===== config.mk =====
export PLATFORM = sky130hd
export DESIGN_NAME = sjis_text_console_cursor
export DESIGN_NICKNAME = d
export VERILOG_FILES = /design/src/sjtc_pkg.sv /design/src/sjis_text_console_cursor.sv
export VERILOG_INCLUDE_DIRS = /design/src /design/src/src
export SDC_FILE = /design/constraint.sdc
export NUM_CORES = 1
export LEC_CHECK = 0
export ABC_CLOCK_PERIOD_IN_PS = 16760
export BUFFER_PORTS_ARGS = -buffer_cell sky130_fd_sc_hd__clkbuf_2
export CAP_MARGIN = 0
export CELL_PAD_IN_SITES_DETAIL_PLACEMENT = 1
export CELL_PAD_IN_SITES_GLOBAL_PLACEMENT = 1
export CORE_ASPECT_RATIO = 1.5
export CORE_UTILIZATION = 40
export DETAILED_ROUTE_END_ITERATION = 8
export GPL_ROUTABILITY_DRIVEN = 0
export GPL_TIMING_DRIVEN = 0
export PLACE_DENSITY_LB_ADDON = 0.1
export SLEW_MARGIN = 20
export SYNTH_ARGS = -nofsm -noshare
export SYNTH_HDL_FRONTEND = slang
export SYNTH_SLANG_ARGS = --single-unit

===== constraint.sdc =====
create_clock -name clk -period 16.76 [get_ports clk]
set_input_delay 0 -clock clk [delete_from_list [all_inputs] [get_ports clk]]
set_output_delay 0 -clock clk [all_outputs]
set_load 0.05 [all_outputs]

===== src/sjis_text_console_cursor_macros.svh =====
// ----------------------------------------------------------------------------
// sjis_text_console_cursor_macros.svh
// Assertion macros for the Shift-JIS text console cursor. The checks compile
// away when SYNTHESIS is defined.
// ----------------------------------------------------------------------------
`ifndef SJIS_TEXT_CONSOLE_CURSOR_MACROS_SVH
`define SJIS_TEXT_CONSOLE_CURSOR_MACROS_SVH

`ifndef SYNTHESIS
`define SJTC_ASSERT(lbl, clk_sig, rst_sig, prop, msg) \
  lbl: assert property (@(posedge clk_sig) disable iff (rst_sig) (prop)) else $error(msg);
`define SJTC_ASSERT_NEXT(lbl, clk_sig, rst_sig, ante, cons, msg) \
  lbl: assert property (@(posedge clk_sig) disable iff (rst_sig) (ante) |=> (cons)) \
    else $error(msg);
`else
`define SJTC_ASSERT(lbl, clk_sig, rst_sig, prop, msg)
`define SJTC_ASSERT_NEXT(lbl, clk_sig, rst_sig, ante, cons, msg)
`endif

`endif


===== src/sjtc_pkg.sv =====
// ----------------------------------------------------------------------------
// sjtc_pkg
// Codes, microcode word layout and control store of the Shift-JIS text
// console cursor.
// ----------------------------------------------------------------------------
package sjtc_pkg;

  localparam int ColW  = 7;
  localparam int RowW  = 6;
  localparam int CodeW = 14;
  localparam int PcW   = 5;

  // Configuration register indexes.
  localparam logic REG_SCREEN_COLUMNS = 1'b0;
  localparam logic REG_SCREEN_ROWS    = 1'b1;

  localparam logic [7:0] ScreenColumnsReset = 8'd106;
  localparam logic [6:0] ScreenRowsReset    = 7'd30;

  // Result kinds.
  localparam logic [1:0] KIND_CURSOR = 2'd0;
  localparam logic [1:0] KIND_HALF   = 2'd1;
  localparam logic [1:0] KIND_FULL   = 2'd2;
  localparam logic [1:0] KIND_SCROLL = 2'd3;

  // Control bytes.
  localparam logic [7:0] CHR_NUL   = 8'h00;
  localparam logic [7:0] CHR_BS    = 8'h08;
  localparam logic [7:0] CHR_TAB   = 8'h09;
  localparam logic [7:0] CHR_LF    = 8'h0a;
  localparam logic [7:0] CHR_SPACE = 8'h20;

  // Emit modes.
  localparam logic [1:0] EM_NONE   = 2'd0;
  localparam logic [1:0] EM_ALWAYS = 2'd1;
  localparam logic [1:0] EM_FLAG   = 2'd2;

  // Cursor operations.
  localparam logic [2:0] OP_NONE    = 3'd0;
  localparam logic [2:0] OP_RIGHT   = 3'd1;
  localparam logic [2:0] OP_DOWN_F  = 3'd2;
  localparam logic [2:0] OP_LEFT    = 3'd3;
  localparam logic [2:0] OP_NEWLINE = 3'd4;
  localparam logic [2:0] OP_FIT     = 3'd5;

  // Branch conditions: taken goes to target, not taken to the next step.
  localparam logic [1:0] BR_NEXT      = 2'd0;
  localparam logic [1:0] BR_ALWAYS    = 2'd1;
  localparam logic [1:0] BR_UNALIGNED = 2'd2;
  localparam logic [1:0] BR_END       = 2'd3;

  // Program entry points.
  localparam logic [PcW-1:0] UA_PRINT = 5'd0;
  localparam logic [PcW-1:0] UA_TAB   = 5'd3;
  localparam logic [PcW-1:0] UA_FINAL = 5'd6;
  localparam logic [PcW-1:0] UA_BS    = 5'd7;
  localparam logic [PcW-1:0] UA_NL    = 5'd8;
  localparam logic [PcW-1:0] UA_FULL  = 5'd10;
  localparam logic [PcW-1:0] UA_LAST  = 5'd18;

  typedef struct packed {
    logic [1:0]     emit;
    logic [1:0]     kind;
    logic           last;
    logic [2:0]     op;
    logic [1:0]     br;
    logic [PcW-1:0] target;
  } uc_word_t;

  function automatic uc_word_t uc(input logic [1:0] emit, input logic [1:0] kind,
                                  input logic last, input logic [2:0] op,
                                  input logic [1:0] br, input logic [PcW-1:0] target);
    uc_word_t w;
    w.emit   = emit;
    w.kind   = kind;
    w.last   = last;
    w.op     = op;
    w.br     = br;
    w.target = target;
    return w;
  endfunction

  function automatic uc_word_t uc_rom(input logic [PcW-1:0] pc);
    uc_word_t w;
    case (pc)
      // Printable byte: draw, step right, scroll if the wrap ran off the bottom.
      5'd0:    w = uc(EM_ALWAYS, KIND_HALF,   1'b0, OP_RIGHT,   BR_NEXT,      UA_FINAL);
      5'd1:    w = uc(EM_NONE,   KIND_CURSOR, 1'b0, OP_DOWN_F,  BR_NEXT,      UA_FINAL);
      5'd2:    w = uc(EM_FLAG,   KIND_SCROLL, 1'b0, OP_NONE,    BR_ALWAYS,    UA_FINAL);
      // Tab: spaces until the column is a multiple of four.
      5'd3:    w = uc(EM_ALWAYS, KIND_HALF,   1'b0, OP_RIGHT,   BR_NEXT,      UA_FINAL);
      5'd4:    w = uc(EM_NONE,   KIND_CURSOR, 1'b0, OP_DOWN_F,  BR_NEXT,      UA_FINAL);
      5'd5:    w = uc(EM_FLAG,   KIND_SCROLL, 1'b0, OP_NONE,    BR_UNALIGNED, UA_TAB);
      5'd6:    w = uc(EM_ALWAYS, KIND_CURSOR, 1'b1, OP_NONE,    BR_END,       UA_FINAL);
      5'd7:    w = uc(EM_NONE,   KIND_CURSOR, 1'b0, OP_LEFT,    BR_ALWAYS,    UA_FINAL);
      5'd8:    w = uc(EM_NONE,   KIND_CURSOR, 1'b0, OP_NEWLINE, BR_NEXT,      UA_FINAL);
      5'd9:    w = uc(EM_FLAG,   KIND_SCROLL, 1'b0, OP_NONE,    BR_ALWAYS,    UA_FINAL);
      // Full-width glyph: newline first if two cells do not fit, then two steps.
      5'd10:   w = uc(EM_NONE,   KIND_CURSOR, 1'b0, OP_FIT,     BR_NEXT,      UA_FINAL);
      5'd11:   w = uc(EM_NONE,   KIND_CURSOR, 1'b0, OP_DOWN_F,  BR_NEXT,      UA_FINAL);
      5'd12:   w = uc(EM_FLAG,   KIND_SCROLL, 1'b0, OP_NONE,    BR_NEXT,      UA_FINAL);
      5'd13:   w = uc(EM_ALWAYS, KIND_FULL,   1'b0, OP_RIGHT,   BR_NEXT,      UA_FINAL);
      5'd14:   w = uc(EM_NONE,   KIND_CURSOR, 1'b0, OP_DOWN_F,  BR_NEXT,      UA_FINAL);
      5'd15:   w = uc(EM_FLAG,   KIND_SCROLL, 1'b0, OP_NONE,    BR_NEXT,      UA_FINAL);
      5'd16:   w = uc(EM_NONE,   KIND_CURSOR, 1'b0, OP_RIGHT,   BR_NEXT,      UA_FINAL);
      5'd17:   w = uc(EM_NONE,   KIND_CURSOR, 1'b0, OP_DOWN_F,  BR_NEXT,      UA_FINAL);
      5'd18:   w = uc(EM_FLAG,   KIND_SCROLL, 1'b0, OP_NONE,    BR_ALWAYS,    UA_FINAL);
      default: w = uc(EM_ALWAYS, KIND_CURSOR, 1'b1, OP_NONE,    BR_END,       UA_FINAL);
    endcase
    return w;
  endfunction

endpackage


===== src/sjis_text_console_cursor.sv =====
// ----------------------------------------------------------------------------
// sjis_text_console_cursor
// One beat is worked on at a time: a beat that starts a microcode program
// is not followed by another until the program ends, and an output stall
// holds any step that emits. Set-cursor runs only the final step.
// Synchronous reset clears the cursor, pending lead and sequencer, and loads
// 106 columns by 30 rows.
// ----------------------------------------------------------------------------
`include "sjis_text_console_cursor_macros.svh"

module sjis_text_console_cursor #(
  parameter int MAX_COLS = 128,
  parameter int MAX_ROWS = 64
) (
  input  logic        clk,
  input  logic        rst,
  // Configuration write port.
  input  logic        cfg_we,
  input  logic        cfg_index,
  input  logic [7:0]  cfg_data,
  // Input stream.
  input  logic        s_tvalid,
  output logic        s_tready,
  input  logic [23:0] s_tdata,   // data_byte[7:0], set_col[15:8], set_row[23:16]
  input  logic [0:0]  s_tuser,   // func[0]
  // Result stream.
  output logic        m_tvalid,
  input  logic        m_tready,
  output logic [39:0] m_tdata,   // draw_col[6:0], draw_row[12:7], glyph_code[26:13],
                                 // cursor_col[33:27], cursor_row[39:34]
  output logic [1:0]  m_tuser,   // kind[1:0]
  output logic        m_tlast
);
  import sjtc_pkg::*;

  localparam logic [7:0] MaxColsC = 8'(MAX_COLS);
  localparam logic [6:0] MaxRowsC = 7'(MAX_ROWS);

  logic [7:0]       screen_columns;
  logic [6:0]       screen_rows;
  logic [7:0]       lead_byte;
  logic             lead_pending;
  logic [ColW-1:0]  col;
  logic [RowW-1:0]  row;
  logic [CodeW-1:0] code;
  logic             flag;
  logic             busy;
  logic [PcW-1:0]   pc;

  logic [7:0]       cols_eff;
  logic [6:0]       rows_eff;
  logic [7:0]       cols_m1;
  logic [6:0]       rows_m1;
  logic [ColW-1:0]  col_cl;
  logic [RowW-1:0]  row_cl;
  logic [7:0]       b;
  logic [7:0]       set_c;
  logic [7:0]       set_r;
  logic             is_lead;
  logic             is_trail;
  logic [7:0]       lead_off;
  logic [6:0]       ku_m1;
  logic [6:0]       ten;
  logic [CodeW-1:0] kuten;
  logic             accept;
  logic [PcW-1:0]   single_pc;
  logic [7:0]       single_code;
  logic             single_busy;

  uc_word_t         w;
  logic             emit_need;
  logic             step_go;
  logic [7:0]       col_inc;
  logic             col_wrap;
  logic [6:0]       row_inc;
  logic             row_over;
  logic             glyph;
  logic             cursor_ok;
  logic             last_beat;

  assign cols_eff = (screen_columns < 8'd2) ? 8'd2 :
                    ((screen_columns > MaxColsC) ? MaxColsC : screen_columns);
  assign rows_eff = (screen_rows < 7'd1) ? 7'd1 :
                    ((screen_rows > MaxRowsC) ? MaxRowsC : screen_rows);
  assign cols_m1  = cols_eff - 8'd1;
  assign rows_m1  = rows_eff - 7'd1;
  assign col_cl   = ({1'b0, col} >= cols_eff) ? cols_m1[ColW-1:0] : col;
  assign row_cl   = ({1'b0, row} >= rows_eff) ? rows_m1[RowW-1:0] : row;

  assign b        = s_tdata[7:0];
  assign set_c    = s_tdata[15:8];
  assign set_r    = s_tdata[23:16];
  assign is_lead  = (b >= 8'h81 && b <= 8'h9f) || (b >= 8'he0 && b <= 8'hef);
  assign is_trail = (b >= 8'h40 && b <= 8'h7e) || (b >= 8'h80 && b <= 8'hfc);

  // Row index of the pair minus one; the upper trail range selects the even row.
  always_comb begin
    if (lead_byte <= 8'h9f) begin
      lead_off = lead_byte - 8'h81;
      ku_m1    = {lead_off[5:0], 1'b0};
    end else begin
      lead_off = lead_byte - 8'he0;
      ku_m1    = {lead_off[5:0], 1'b0} + 7'd62;
    end
    if (b >= 8'h9f) begin
      ku_m1 = ku_m1 + 7'd1;
    end
    if (b <= 8'h7e) begin
      ten = 7'(b - 8'h3f);
    end else if (b <= 8'h9e) begin
      ten = 7'(b - 8'h40);
    end else begin
      ten = 7'(b - 8'h9e);
    end
  end
  assign kuten = CodeW'(ku_m1) * 14'd94 + CodeW'(ten);

  // Dispatch for a byte handled on its own.
  always_comb begin
    single_busy = 1'b1;
    single_code = b;
    case (b)
      CHR_NUL: begin
        single_busy = 1'b0;
        single_pc   = UA_FINAL;
      end
      CHR_LF:  single_pc = UA_NL;
      CHR_BS:  single_pc = UA_BS;
      CHR_TAB: begin
        single_pc   = UA_TAB;
        single_code = CHR_SPACE;
      end
      default: single_pc = (b >= CHR_SPACE) ? UA_PRINT : UA_FINAL;
    endcase
  end

  assign s_tready  = !busy;
  assign accept    = s_tvalid && s_tready;

  assign w         = uc_rom(pc);
  assign emit_need = (w.emit == EM_ALWAYS) || (w.emit == EM_FLAG && flag);
  assign step_go   = busy && (!emit_need || !m_tvalid || m_tready);

  assign col_inc   = {1'b0, col} + 8'd1;
  assign col_wrap  = col_inc >= cols_eff;
  assign row_inc   = {1'b0, row} + 7'd1;
  assign row_over  = row_inc >= rows_eff;
  assign glyph     = (w.kind == KIND_HALF) || (w.kind == KIND_FULL);

  assign cursor_ok = ({1'b0, col} < cols_eff) && ({1'b0, row} < rows_eff);
  assign last_beat = step_go && emit_need && w.last;

  always_ff @(posedge clk) begin
    if (rst) begin
      screen_columns <= ScreenColumnsReset;
      screen_rows    <= ScreenRowsReset;
    end else if (cfg_we) begin
      case (cfg_index)
        REG_SCREEN_COLUMNS: screen_columns <= cfg_data;
        REG_SCREEN_ROWS:    screen_rows    <= cfg_data[6:0];
        default:            screen_rows    <= screen_rows;
      endcase
    end
  end

  // Sequencer and cursor datapath.
  always_ff @(posedge clk) begin
    if (rst) begin
      lead_byte    <= 8'd0;
      lead_pending <= 1'b0;
      col          <= '0;
      row          <= '0;
      flag         <= 1'b0;
      busy         <= 1'b0;
      pc           <= UA_FINAL;
    end else if (accept) begin
      flag <= 1'b0;
      if (s_tuser[0]) begin
        col  <= (set_c >= cols_eff) ? cols_m1[ColW-1:0] : set_c[ColW-1:0];
        row  <= (set_r >= {1'b0, rows_eff}) ? rows_m1[RowW-1:0] : set_r[RowW-1:0];
        pc   <= UA_FINAL;
        busy <= 1'b1;
      end else begin
        col <= col_cl;
        row <= row_cl;
        if (lead_pending) begin
          lead_pending <= 1'b0;
          if (is_trail) begin
            code <= kuten;
            pc   <= UA_FULL;
            busy <= 1'b1;
          end else begin
            code <= CodeW'(single_code);
            pc   <= single_pc;
            busy <= single_busy;
          end
        end else if (is_lead) begin
          lead_byte    <= b;
          lead_pending <= 1'b1;
        end else begin
          code <= CodeW'(single_code);
          pc   <= single_pc;
          busy <= single_busy;
        end
      end
    end else if (step_go) begin
      case (w.op)
        OP_RIGHT: begin
          col  <= col_wrap ? '0 : col_inc[ColW-1:0];
          flag <= col_wrap;
        end
        OP_DOWN_F: begin
          if (flag) begin
            row  <= row_over ? rows_m1[RowW-1:0] : row_inc[RowW-1:0];
            flag <= row_over;
          end
        end
        OP_NEWLINE: begin
          col  <= '0;
          row  <= row_over ? rows_m1[RowW-1:0] : row_inc[RowW-1:0];
          flag <= row_over;
        end
        OP_LEFT: begin
          if (col == '0) begin
            col <= cols_m1[ColW-1:0];
            if (row != '0) begin
              row <= row - RowW'(1);
            end
          end else begin
            col <= col - ColW'(1);
          end
        end
        OP_FIT: begin
          if ({1'b0, col} + 8'd2 > cols_eff) begin
            col  <= '0;
            flag <= 1'b1;
          end else begin
            flag <= 1'b0;
          end
        end
        default: flag <= flag;
      endcase
      case (w.br)
        BR_ALWAYS:    pc <= w.target;
        BR_UNALIGNED: pc <= (col[1:0] != 2'd0) ? w.target : pc + PcW'(1);
        BR_END:       busy <= 1'b0;
        default:      pc <= pc + PcW'(1);
      endcase
    end
  end

  // Output register.
  always_ff @(posedge clk) begin
    if (rst) begin
      m_tvalid <= 1'b0;
    end else if (step_go && emit_need) begin
      m_tvalid <= 1'b1;
    end else if (m_tready) begin
      m_tvalid <= 1'b0;
    end
  end

  always_ff @(posedge clk) begin
    if (step_go && emit_need) begin
      m_tuser        <= w.kind;
      m_tlast        <= w.last;
      m_tdata[6:0]   <= glyph ? col : '0;
      m_tdata[12:7]  <= glyph ? row : '0;
      m_tdata[26:13] <= glyph ? code : '0;
      m_tdata[33:27] <= col;
      m_tdata[39:34] <= row;
    end
  end

  `SJTC_ASSERT(a_cursor_on_screen, clk, rst, !busy || cursor_ok, "cursor off screen while busy")
  `SJTC_ASSERT(a_pc_in_program, clk, rst, !busy || (pc <= UA_LAST), "step counter past the program")
  `SJTC_ASSERT_NEXT(a_last_ends_program, clk, rst, last_beat, !busy, "still busy after final beat")

endmodule


# == Yosys cells after proc, flatten, opt, wreduce, memory -nomap -nowiden ==
# Memories as Yosys holds them, arrays and structs flattened. A register that Yosys moved wholly into a read port is not among the register bits.
# Index checks and enable logic that the tools add are counted.
# Widths: inputs -> output; s select.
# totals
out_inout_bits,45
ramBits,0
reg_bits,102
inputBits,39
elab_cells,180
romBits,384
latchBits,0
n_memories,1
# op_classes
add_sub_neg,16
shifts,0
muxes,58
bitwise,4
order_cmp,23
reduce_logical,38
n_mul,1
n_div,0
n_eq_ne,24
# mem_list
memory,depth,width,read_ports,rd_clocked_by_memory_dff,wr,line,rtl
(no name shown),32,12,1,1,0,sjtc_pkg.sv:85,case (pc)
# ops
cell,count
$mux 7,14
$mux 6,9
$mux 5,9
$mux 14,3
$le 8x8->1 const B,5
$ge 8x8->1 const B,4
$pmux 7 s4,1
$eq 8x4->1 const B,3
$mux 8,3
$pmux 6 s3,1
$sub 6x1->6 const B,3
$ge 8x8->1,2
$pmux 4 s4,1
$pmux 5 s3,1
$add 14x7->14,1
$mux 1,14
$sub 7x1->7 const B,2
$mul 7x6->13 const B,1
$ne 3x3->1 const B,4
$reduce_and 4->1,3
$add 7x1->8 const B,1
$add 7x2->8 const B,1
$eq 2x2->1 const B,4
$ge 7x8->1,1
42 further kinds,73

# == Logic depth before layout (Yosys ltp) ==
# Gate-level depths: netlist of run 1.
# logic_depth
ltp_word,11
depth_mapped,22
ltp_nobuf,21

# == Least setup slack after synthesis of run 1 ==
# No wires, ideal clock.
# synth_path
path_type,reg2reg
start,register lead_byte[0]
end,"register code[13], data pin"
path_slack_ns,11.334
setup_time_ns,0.265
stages_incl_launch_ff,23
n_path_buf,1
synth_period_minus_slack_ns,5.426
required_time_ns,16.495
t_arrival_ns,5.161
cell_sequence,dfxtp_1 clkbuf_1 inv_1 ha_1 nor3b_1 xor2_1 inv_1 fa_1 inv_1 ha_1 inv_1 fa_1 inv_1 ha_1 xor2_1 ha_1 nor2_1 a2111oi_0 nand4_1 nor4b_1 xor2_1 xnor2_1 nor2_1
# synth_via
elab_chain_cells,9
elab_cells_between_ends,11
cone_classes,add/sub: 5; mul: 1; order compare: 1; mux: 4
# synth_lines
item,line,rtl
from (decl),sjis_text_console_cursor.sv:41,logic [7:0] lead_byte;
from (signal assigned),sjis_text_console_cursor.sv:169,lead_byte <= 8'd0;
from (signal assigned),sjis_text_console_cursor.sv:198,lead_byte <= b;
$sub 6x6->6,sjis_text_console_cursor.sv:102,lead_off = lead_byte - 8'he0;
$add 7x6->7,sjis_text_console_cursor.sv:103,"ku_m1 = {lead_off[5:0], 1'b0} + 7'd62;"
$mux 7 (*),sjis_text_console_cursor.sv:98,if (lead_byte <= 8'h9f) begin
$add 7x1->7,sjis_text_console_cursor.sv:106,ku_m1 = ku_m1 + 7'd1;
$mux 7 (*),sjis_text_console_cursor.sv:105,if (b >= 8'h9f) begin
$mul 7x6->13 (*),sjis_text_console_cursor.sv:116,assign kuten = CodeW'(ku_m1) * 14'd94 + CodeW'(ten);
$add 14x7->14 (*),sjis_text_console_cursor.sv:116,
$mux 14 (*),sjis_text_console_cursor.sv:188,if (is_trail) begin
$mux 14 (*),sjis_text_console_cursor.sv:186,if (lead_pending) begin
to (signal assigned),sjis_text_console_cursor.sv:189,code <= kuten;
to (signal assigned),sjis_text_console_cursor.sv:193,code <= CodeW'(single_code);
to (signal assigned),sjis_text_console_cursor.sv:201,code <= CodeW'(single_code);
to (decl),sjis_text_console_cursor.sv:45,logic [CodeW-1:0] code;
# Every way passes the cells marked *; elsewhere a longest branch is shown, timed or not.
# A chain may end at the register's enable or synchronous reset.

# == Worst setup path in the final report of run 1 ==
# Same ends and word-level chain as after synthesis.

==> qor.yml, run 1 <==
synth:
  yosysUniqueCellTypes: 77
  syn_inst: 987
  ys_ff_latch: 112
  syn_area_per_cell_um2: 8.88
  synth_ff_type: "edfxtp_1"
  synth_area_um2: 8770
  ys_warn_count: 0
  synth_edf_count: 57
  yosysSeqAreaShare: 0.321
  synth_fp_nets: 1149
  async_reset_ff_frac: 0
power_and_ir_drop:
  powerDensity_nw_per_um2: 126
  cellLeakagePower_nw: 4.27
  seq_power_share: 0.293
  p_sw_frac: 0.446
  vdd_drop_max_mv: 0.0650
  total_switching_power_mw: 0.559
  pwr-share-comb: 0.536
  internal-power_mw: 0.695
  power.total_mw: 1.25
  pwr-share-clk: 0.171
setup_path:
  startpoint_type: "register"
  crit_fanout: 7
  criticalPathCategory: "register to register"
  cp.arrival_ns: 6.36
  cp-end-kind: "register"
  worstPathRequired_ns: 16.88
route:
  routed_wl_mm: 25.8
  vias: 7522
  ant_nets: 0
  viasPerCell: 5.50
  drc: 0
  avgRoutedWirePerCell_um: 18.9
  firstDrtPassIters: 4
  drt-initial-drc-count: 305
timing:
  post-route-period-util: 0.373
  setup_ws_ns: 10.51
  layout_min_cycle_time_ns: 6.25
  setup_tns_ns: 0
  max_freq_mhz: 160
  worst_pin_slew_ns: 1.02
  rsz0062_at_grt: "no"
  finClkSkew_ns: 0.00926
  hold_viol_final: 0
  slew-limit-headroom: 0.315
  drv_slew: 0
  finalSetupViolCount: 0
  holdWs_ns: 0.0231
floorplanning:
  die_x_um: 123
  start_util: 0.407
  core-area_um2: 21600
  core.rowCount: 66
  ioPinCount: 84
  die_y_um: 183
  dieArea_um2: 22500
clock_tree:
  clk_pin_slew_ns: 0.08
  cts-root-buf: "clkbuf_16"
  cts.sink_count: 112
  clk_latency_ns: 0.37
  ctsLongestPathBuffers: 2
  h-tree-depth: 3
  cts_tree: "yes"
  cts_made_buffers: 9
global_routing:
  antenna_found_initial: 0
  grt-ovfl-total: 0
  grt_pass1_vias: 7867
  grt_start_max_net_pins: 28
  grt_first_pass_wirelength_mm: 40.8
  grt_usage: 0.241
finish:
  diodes: 0
  drive_above_1_share: 0.118
  layout_common_cells: "ha_1, nand2_1, clkbuf_2, inv_1, a21oi_1"
  final_common_cell: "ha_1"
  synthToLayoutAreaGrowth_pct: 13.3
  nets: 1252
placement:
  dp_hpwl_mm: 20.9
  pre_cts_ws_ns: 10.37
  io_buffer_count: 79
job:
  drv_cap: 0
worst_hold_path:
  min_path_type: "input pin to register"
outcome:
  status: "finished, final reports clean"
-- layout make-up --
class	instances	area, um^2
clock inverters	6	55.1
fillers	2589	11600
well taps	272	340
inverters	76	285
clock buffers	10	229
plain buffers	43	189
repair buffers	92	528
flip-flops and latches	112	2810
multi-input cells	756	5490
-- synthesized netlist by cell type (all sizes together), types with 22 or more instances --
library cell | count | area (um^2)
xor2 | 25 | 219
and2 | 31 | 194
dfxtp | 55 | 1100
xnor2 | 27 | 236
ha | 109 | 1360
edfxtp | 57 | 1710
clkbuf | 33 | 124
a21oi | 64 | 324
nand2 | 94 | 355
inv | 75 | 282
nor3 | 27 | 140
nor2 | 60 | 230
nand3 | 47 | 235
nand2b | 22 | 138
o21ai | 40 | 200
-- metrics by stage --
step | cell area [um^2] | util | std cells
floorplan | 8770 | - | 987
global placement | 9500 | 0.441 | 1338
detailed placement | 9540 | 0.443 | 1340
CTS | 9930 | 0.461 | 1366
global route | 9930 | 0.461 | 1367
finish | 9930 | 0.461 | 1367
-- cells by family (layout without fill, tap and decap cells) --
kind of cell             after synthesis  after routing  synth area share
flip-flops                           112            112             0.321
AO/OA/AOI/OAI                        219            219             0.167
buffers and inverters                119            227            0.0541
AND/OR/NAND/NOR                      343            343             0.197
XOR/XNOR                              52             52            0.0519
multiplexers                          19             19            0.0220
adder cells (fa/ha/maj)              123            123             0.188
-- flip-flops by register name (all words and copies together), names as in the netlist --
name,count
lead_byte,6
w,12
code,14
flag,1
screen_rows,7
m_tdata,40
col,7
m_tuser,2
m_tlast,1
screen_columns,8
m_tvalid,1
busy,1
row,6
lead_pending,1
pc,5
-- power by group through the flow --
stage,logic (mW),registers (mW),clock network [mW]
floorplan,0.450,0.424,0
global placement,0.655,0.374,0
detailed placement,0.673,0.374,0
CTS,0.679,0.368,0.220
global route,0.751,0.372,0.227
finish,0.671,0.367,0.214
-- metal layers --
metal / up-vias / track usage / wire, um
li1: 3718 / - / -
met1: 3637 / 0.242 / 9910
met2: 108 / 0.473 / 14400
met3: 59 / 0.0295 / 445
met4: 0 / 0.120 / 1120
met5: - / 0 / 0
-- worst max-delay path: stages, from the launching register on --
cell	delay, ns
dfxtp_1	0.31
clkbuf_1	0.31
inv_1	0.08
ha_1	0.25
nor3b_1	0.16
xor2_1	0.40
inv_1	0.18
fa_1	0.56
inv_1	0.04
ha_1	0.26
inv_1	0.06
fa_1	0.54
inv_1	0.04
ha_1	0.35
xor2_1	0.17
ha_1	0.31
nor2_1	0.07
a2111oi_0	0.76
nand4_1	0.29
nor4b_1	0.43
xor2_1	0.20
xnor2_1	0.14
nor2_1	0.06
-- what timing repair did --
item | in CTS | in global routing
hold buffers | 10 | 0
endpoints found under the setup margin | 0 | 0
hold endpoints to repair | 17 | 0
resized for setup | 0 | 0
buffers inserted | 0 | 0
-- path summary, 6_finish.rpt --
path | from | to | slack [ns] | cells after the start
worst max-delay path | lead_byte[0] | code[13] | 10.51 | 22
worst min-delay path | s_tdata[9] | col[1] | 0.02 | 5
worst max register to register | lead_byte[0] | code[13] | 10.51 | 22
worst min register to register | w[10] | m_tlast | 0.41 | 0
No activity file was read; power rests on OpenSTA's default activity.
==> inputs of run 2 (changes only) <==
--- a/config.mk
+++ b/config.mk
@@ -6,7 +6,7 @@
 export SDC_FILE = /design/constraint.sdc
 export NUM_CORES = 1
 export LEC_CHECK = 0
-export ABC_CLOCK_PERIOD_IN_PS = 16760
+export ABC_CLOCK_PERIOD_IN_PS = 6500
 export BUFFER_PORTS_ARGS = -buffer_cell sky130_fd_sc_hd__clkbuf_2
 export CAP_MARGIN = 0
 export CELL_PAD_IN_SITES_DETAIL_PLACEMENT = 1
==> constraint.sdc (replaced) <==
create_clock -name clk -period 6.5 [get_ports clk]
set_input_delay 0 -clock clk [delete_from_list [all_inputs] [get_ports clk]]
set_output_delay 0 -clock clk [all_outputs]
set_load 0.05 [all_outputs]
==> qor.yml, run 2 (synthesized netlist as in run 1, its figures left out) <==
outcome:
  status: "finished, final reports clean"
global_routing:
  grt_first_pass_wirelength_mm: 40.8
  grt-ovfl-total: 0
  grt_pass1_vias: 7867
  antenna_found_initial: 0
  grt_usage: 0.241
  grt_start_max_net_pins: 28
power_and_ir_drop:
  vdd_drop_max_mv: 0.168
  powerDensity_nw_per_um2: 326
  power.total_mw: 3.24
  cellLeakagePower_nw: 4.28
timing:
  holdWs_ns: 0.0240
  setup_tns_ns: 0
  max_freq_mhz: 170
  worst_pin_slew_ns: 1.02
  setup_ws_ns: 0.630
  drv_slew: 0
  hold_viol_final: 0
  slew-limit-headroom: 0.318
  finalSetupViolCount: 0
  post-route-period-util: 0.903
  rsz0062_at_grt: "no"
  finClkSkew_ns: 0.00940
  layout_min_cycle_time_ns: 5.87
floorplanning:
  dieArea_um2: 22500
  start_util: 0.407
  die_x_um: 123
  core.rowCount: 66
  ioPinCount: 84
  core-area_um2: 21600
  die_y_um: 183
setup_path:
  cp-end-kind: "register"
  crit_fanout: 7
  crit_path_top_delay_cell: "fa_1"
  reg2reg_depth: 22
  worstPathRequired_ns: 6.61
  r2r_setup_slack_ns: 0.63
  crit_buf_inv: 6
  cp.arrival_ns: 5.98
  criticalPathCategory: "register to register"
  path_cells: "clkbuf_1 -> inv_1 -> ha_1 -> nor3b_1 -> xor2_1 -> inv_1 -> fa_1 -> inv_1 -> ha_1 -> inv_1 -> fa_1 -> inv_1 -> ha_1 -> xor2_1 -> ha_1 -> nor2_1 -> a2111oi_2 -> nand4_1 -> nor4b_1 -> xor2_1 -> xnor2_1 -> nor2_1"
  worst_path_dominant_cell_family: "adder cells"
  cpPeakStageDelay_ns: 0.56
  worst_r2r_endpoint: "code[13]"
  cpMostUsedCell: "inv_1"
  r2r-start: "lead_byte[0]"
  startpoint_type: "register"
route:
  ant_nets: 0
  routed_wl_mm: 25.9
  firstDrtPassIters: 4
  drc: 0
  vias: 7518
  avgRoutedWirePerCell_um: 18.9
  viasPerCell: 5.50
  drt-initial-drc-count: 306
finish:
  nets: 1252
  diodes: 0
  largest-register: "m_tdata"
  final_common_cell: "ha_1"
  drive_above_1_share: 0.119
  finalNonFillerCells: 1367
  layout_common_cells: "ha_1, nand2_1, clkbuf_2, inv_1, a21oi_1"
  largest_reg_flops: 40
  synthToLayoutAreaGrowth_pct: 13.4
clock_tree:
  cts-root-buf: "clkbuf_16"
  cts_tree: "yes"
  clk_pin_slew_ns: 0.08
  cts.sink_count: 112
  post-cts-setup-buffers: 0
  ctsLongestPathBuffers: 2
  cts_made_buffers: 9
  clk_latency_ns: 0.37
  h-tree-depth: 3
placement:
  pre_cts_ws_ns: 0.115
  dp_hpwl_mm: 20.9
  dp_cells: 1340
  io_buffer_count: 79
worst_hold_path:
  min_path_type: "input pin to register"
  whs_endpoint: "col[1]"
  hold_depth: 5
  worstHoldStart: "s_tdata[9]"
job:
  drv_cap: 0
==> run 2: cell counts in the layout (fill, tap and decap cells not counted) <==
Identical to the previous run, type by type.
==> run 2: worst max path at each step <==
stage / endpoint / start / slack (ns) / depth (start not counted)
finish: code[13] / lead_byte[0] / 0.63 / 22
global route: code[13] / lead_byte[0] / 0.13 / 22
CTS: code[13] / lead_byte[0] / 0.12 / 22
detailed placement: code[13] / lead_byte[0] / 0.11 / 22
global placement: code[13] / lead_byte[0] / 0.29 / 22
floorplan: code[13] / lead_byte[0] / 1.07 / 22
==> run 2: stage by stage <==
step | instance area, um^2 | utilization
floorplan | 8770 | -
global placement | 9500 | 0.441
detailed placement | 9540 | 0.443
CTS | 9930 | 0.461
global route | 9940 | 0.461
finish | 9940 | 0.461
==> run 2: worst min-delay path: cells and delay by family <==
kind | cells | cell delay, ns
simple gates | 2 | 0.15
mux | 1 | 0.06
compound gates | 1 | 0.06
buf+inv | 1 | 0.09
==> run 2: area by class of cell <==
class,instances,area [um^2]
Fill cell,2590,11600
Multi-Input combinational cell,756,5500
Sequential cell,112,2810
Timing Repair Buffer,92,528
Tap cell,272,340
Inverter,76,285
Clock buffer,10,229
Buffer,43,189
Clock inverter,6,55.1
==> run 2: layer usage <==
layer	wire length, um	vias up	global-route usage	share of wire
met5	0	-	0	0
met4	1070	0	0.120	0.041
met3	510	54	0.0295	0.020
met2	14400	112	0.473	0.56
met1	9840	3636	0.242	0.38
li1	-	3716	-	-
==> run 2: timing repair <==
item | 4_1_cts | 5_1_grt
hold buffers | 10 | 0
endpoints found under the setup margin | 0 | 1
resized for setup | 0 | 2
hold endpoints to repair | 17 | 0
==> run 2: power breakdown <==
group | internal (mW) | total (mW) | switching (mW)
Sequential | 0.878 | 0.947 | 0.0691
Clock | 0.267 | 0.552 | 0.285
Combinational | 0.650 | 1.74 | 1.09
Total | 1.79 | 3.24 | 1.45
==> inputs of run 3 (changes only) <==
--- a/config.mk
+++ b/config.mk
@@ -12,6 +12,7 @@
 export CELL_PAD_IN_SITES_DETAIL_PLACEMENT = 1
 export CELL_PAD_IN_SITES_GLOBAL_PLACEMENT = 1
 export CORE_ASPECT_RATIO = 1.5
+export CORE_MARGIN = 8
 export CORE_UTILIZATION = 40
 export DETAILED_ROUTE_END_ITERATION = 8
 export GPL_ROUTABILITY_DRIVEN = 0
==> qor.yml, run 3 (synthesized netlist as in run 1, its figures left out) <==
timing:
  drv_slew: 0
  holdWs_ns: 0.0428
  worst_pin_slew_ns: 1.12
  max_freq_mhz: 170
  layout_min_cycle_time_ns: 5.89
  rsz0062_at_grt: "no"
  finClkSkew_ns: 0.00588
  setup_ws_ns: 0.606
  setup_tns_ns: 0
  slew-limit-headroom: 0.248
  post-route-period-util: 0.907
  finalSetupViolCount: 0
  hold_viol_final: 0
setup_path:
  crit_path_top_delay_cell: "fa_1"
  startpoint_type: "register"
  cp-end-kind: "register"
  crit_cells: 22
  worstPathRequired_ns: 6.61
  crit_buf_inv: 6
  reg2reg_depth: 22
  path_cells: "clkbuf_1 -> inv_1 -> ha_1 -> nor3b_1 -> xor2_1 -> inv_1 -> fa_1 -> inv_1 -> ha_1 -> inv_1 -> fa_1 -> inv_1 -> ha_1 -> xor2_1 -> ha_1 -> nor2_1 -> a2111oi_2 -> nand4_1 -> nor4b_1 -> xor2_1 -> xnor2_1 -> nor2_1"
  cpMostUsedCell: "inv_1"
  criticalPathCategory: "register to register"
  crit_fanout: 7
  cp.arrival_ns: 6.01
  worst_path_dominant_cell_family: "adder cells"
  cpPeakStageDelay_ns: 0.57
  r2r_setup_slack_ns: 0.61
global_routing:
  grt_usage: 0.203
  grt_start_max_net_pins: 27
  grt_first_pass_wirelength_mm: 42.4
  antenna_found_initial: 0
  grt_pass1_vias: 8182
  grt-ovfl-total: 0
route:
  routed_wl_mm: 26.7
  drc: 0
  viasPerCell: 5.53
  ant_nets: 0
  avgRoutedWirePerCell_um: 19.6
  vias: 7552
  drt-initial-drc-count: 230
  firstDrtPassIters: 4
finish:
  fin_util: 0.460
  final_common_cell: "ha_1"
  drive_above_1_share: 0.119
  diodes: 0
  finalNonFillerCells: 1366
  layout_common_cells: "ha_1, nand2_1, clkbuf_2, inv_1, a21oi_1"
  multiInputGateArea_um2: 5500
  nets: 1251
  regArea_um2: 2810
  largest-register: "m_tdata"
  final_area_um2: 9960
  fillers: 2620
  synthToLayoutAreaGrowth_pct: 13.6
  largest_reg_flops: 40
power_and_ir_drop:
  cellLeakagePower_nw: 4.29
  seq_power_share: 0.285
  pwr-share-clk: 0.182
  total_switching_power_mw: 1.48
  internal-power_mw: 1.83
  vdd_drop_max_mv: 0.168
  power.total_mw: 3.32
  p_sw_frac: 0.447
  powerDensity_nw_per_um2: 333
  pwr-share-comb: 0.533
clock_tree:
  cts_tree: "yes"
  clk_pin_slew_ns: 0.08
  h-tree-depth: 3
  cts.sink_count: 112
  post-cts-setup-buffers: 0
  cts-root-buf: "clkbuf_16"
  ctsLongestPathBuffers: 2
  cts_made_buffers: 9
  clk_latency_ns: 0.37
floorplanning:
  die_x_um: 137
  ioPinCount: 84
  die_y_um: 197
  dieArea_um2: 27000
  core.rowCount: 66
  start_util: 0.405
  core-area_um2: 21600
worst_hold_path:
  min_path_type: "input pin to register"
  hold_depth: 4
placement:
  pre_cts_ws_ns: 0.280
  dp_hpwl_mm: 21.6
  placed_cell_area_um2: 9540
  io_buffer_count: 79
  dp_cells: 1340
outcome:
  status: "finished, final reports clean"
job:
  drv_cap: 0
==> run 3: worst reg2reg max path: cells and delay by family, from the launching register on <==
kind / cells / cell delay [ns]
xor gates and xnor gates: 4 / 0.92
and+or+nand+nor: 5 / 0.95
adders and majority gates: 6 / 2.31
DFF: 1 / 0.31
AOI/OAI and AO/OA: 1 / 0.46
buffers and inverters: 6 / 0.67
==> run 3: final timing paths <==
kind,from,to
max,lead_byte[0],code[13]
min,m_tready,m_tvalid
max reg2reg,lead_byte[0],code[13]
min reg2reg,w[10],m_tlast
==> run 3: layout make-up <==
| class | count | share of cell area |
|---|---|---|
| multi-input cells | 756 | 0.552 |
| clock buffers | 9 | 0.0226 |
| inverters | 76 | 0.0286 |
| repair buffers | 91 | 0.0525 |
| plain buffers | 43 | 0.0190 |
| clock inverters | 7 | 0.00867 |
| flip-flops and latches | 112 | 0.282 |
| well taps | 272 | 0.0342 |
==> run 3: per-layer routing <==
layer | routed length, um | share of wire | global-route usage | vias up
li1 | - | - | - | 3723
met1 | 10200 | 0.38 | 0.207 | 3639
met2 | 14700 | 0.55 | 0.390 | 124
met3 | 654 | 0.024 | 0.0206 | 66
met4 | 1160 | 0.043 | 0.107 | 0
met5 | 0 | 0 | 0 | -
==> run 3: what timing repair did <==
action / CTS / global route
hold buffers: 10 / 0
setup endpoints to repair: 0 / 1
endpoints found under the hold margin: 17 / 0
gates resized for setup: 0 / 2
==> run 3: power by group through the flow <==
stage          combinational (mW)  sequential (mW)  clock, mW
2_1_floorplan                1.16             1.09          0
3_3_place_gp                 1.71            0.962          0
3_5_place_dp                 1.75            0.961          0
4_1_cts                      1.78            0.945      0.623
5_1_grt                      1.98            0.956      0.638
6_report                     1.77            0.944      0.605
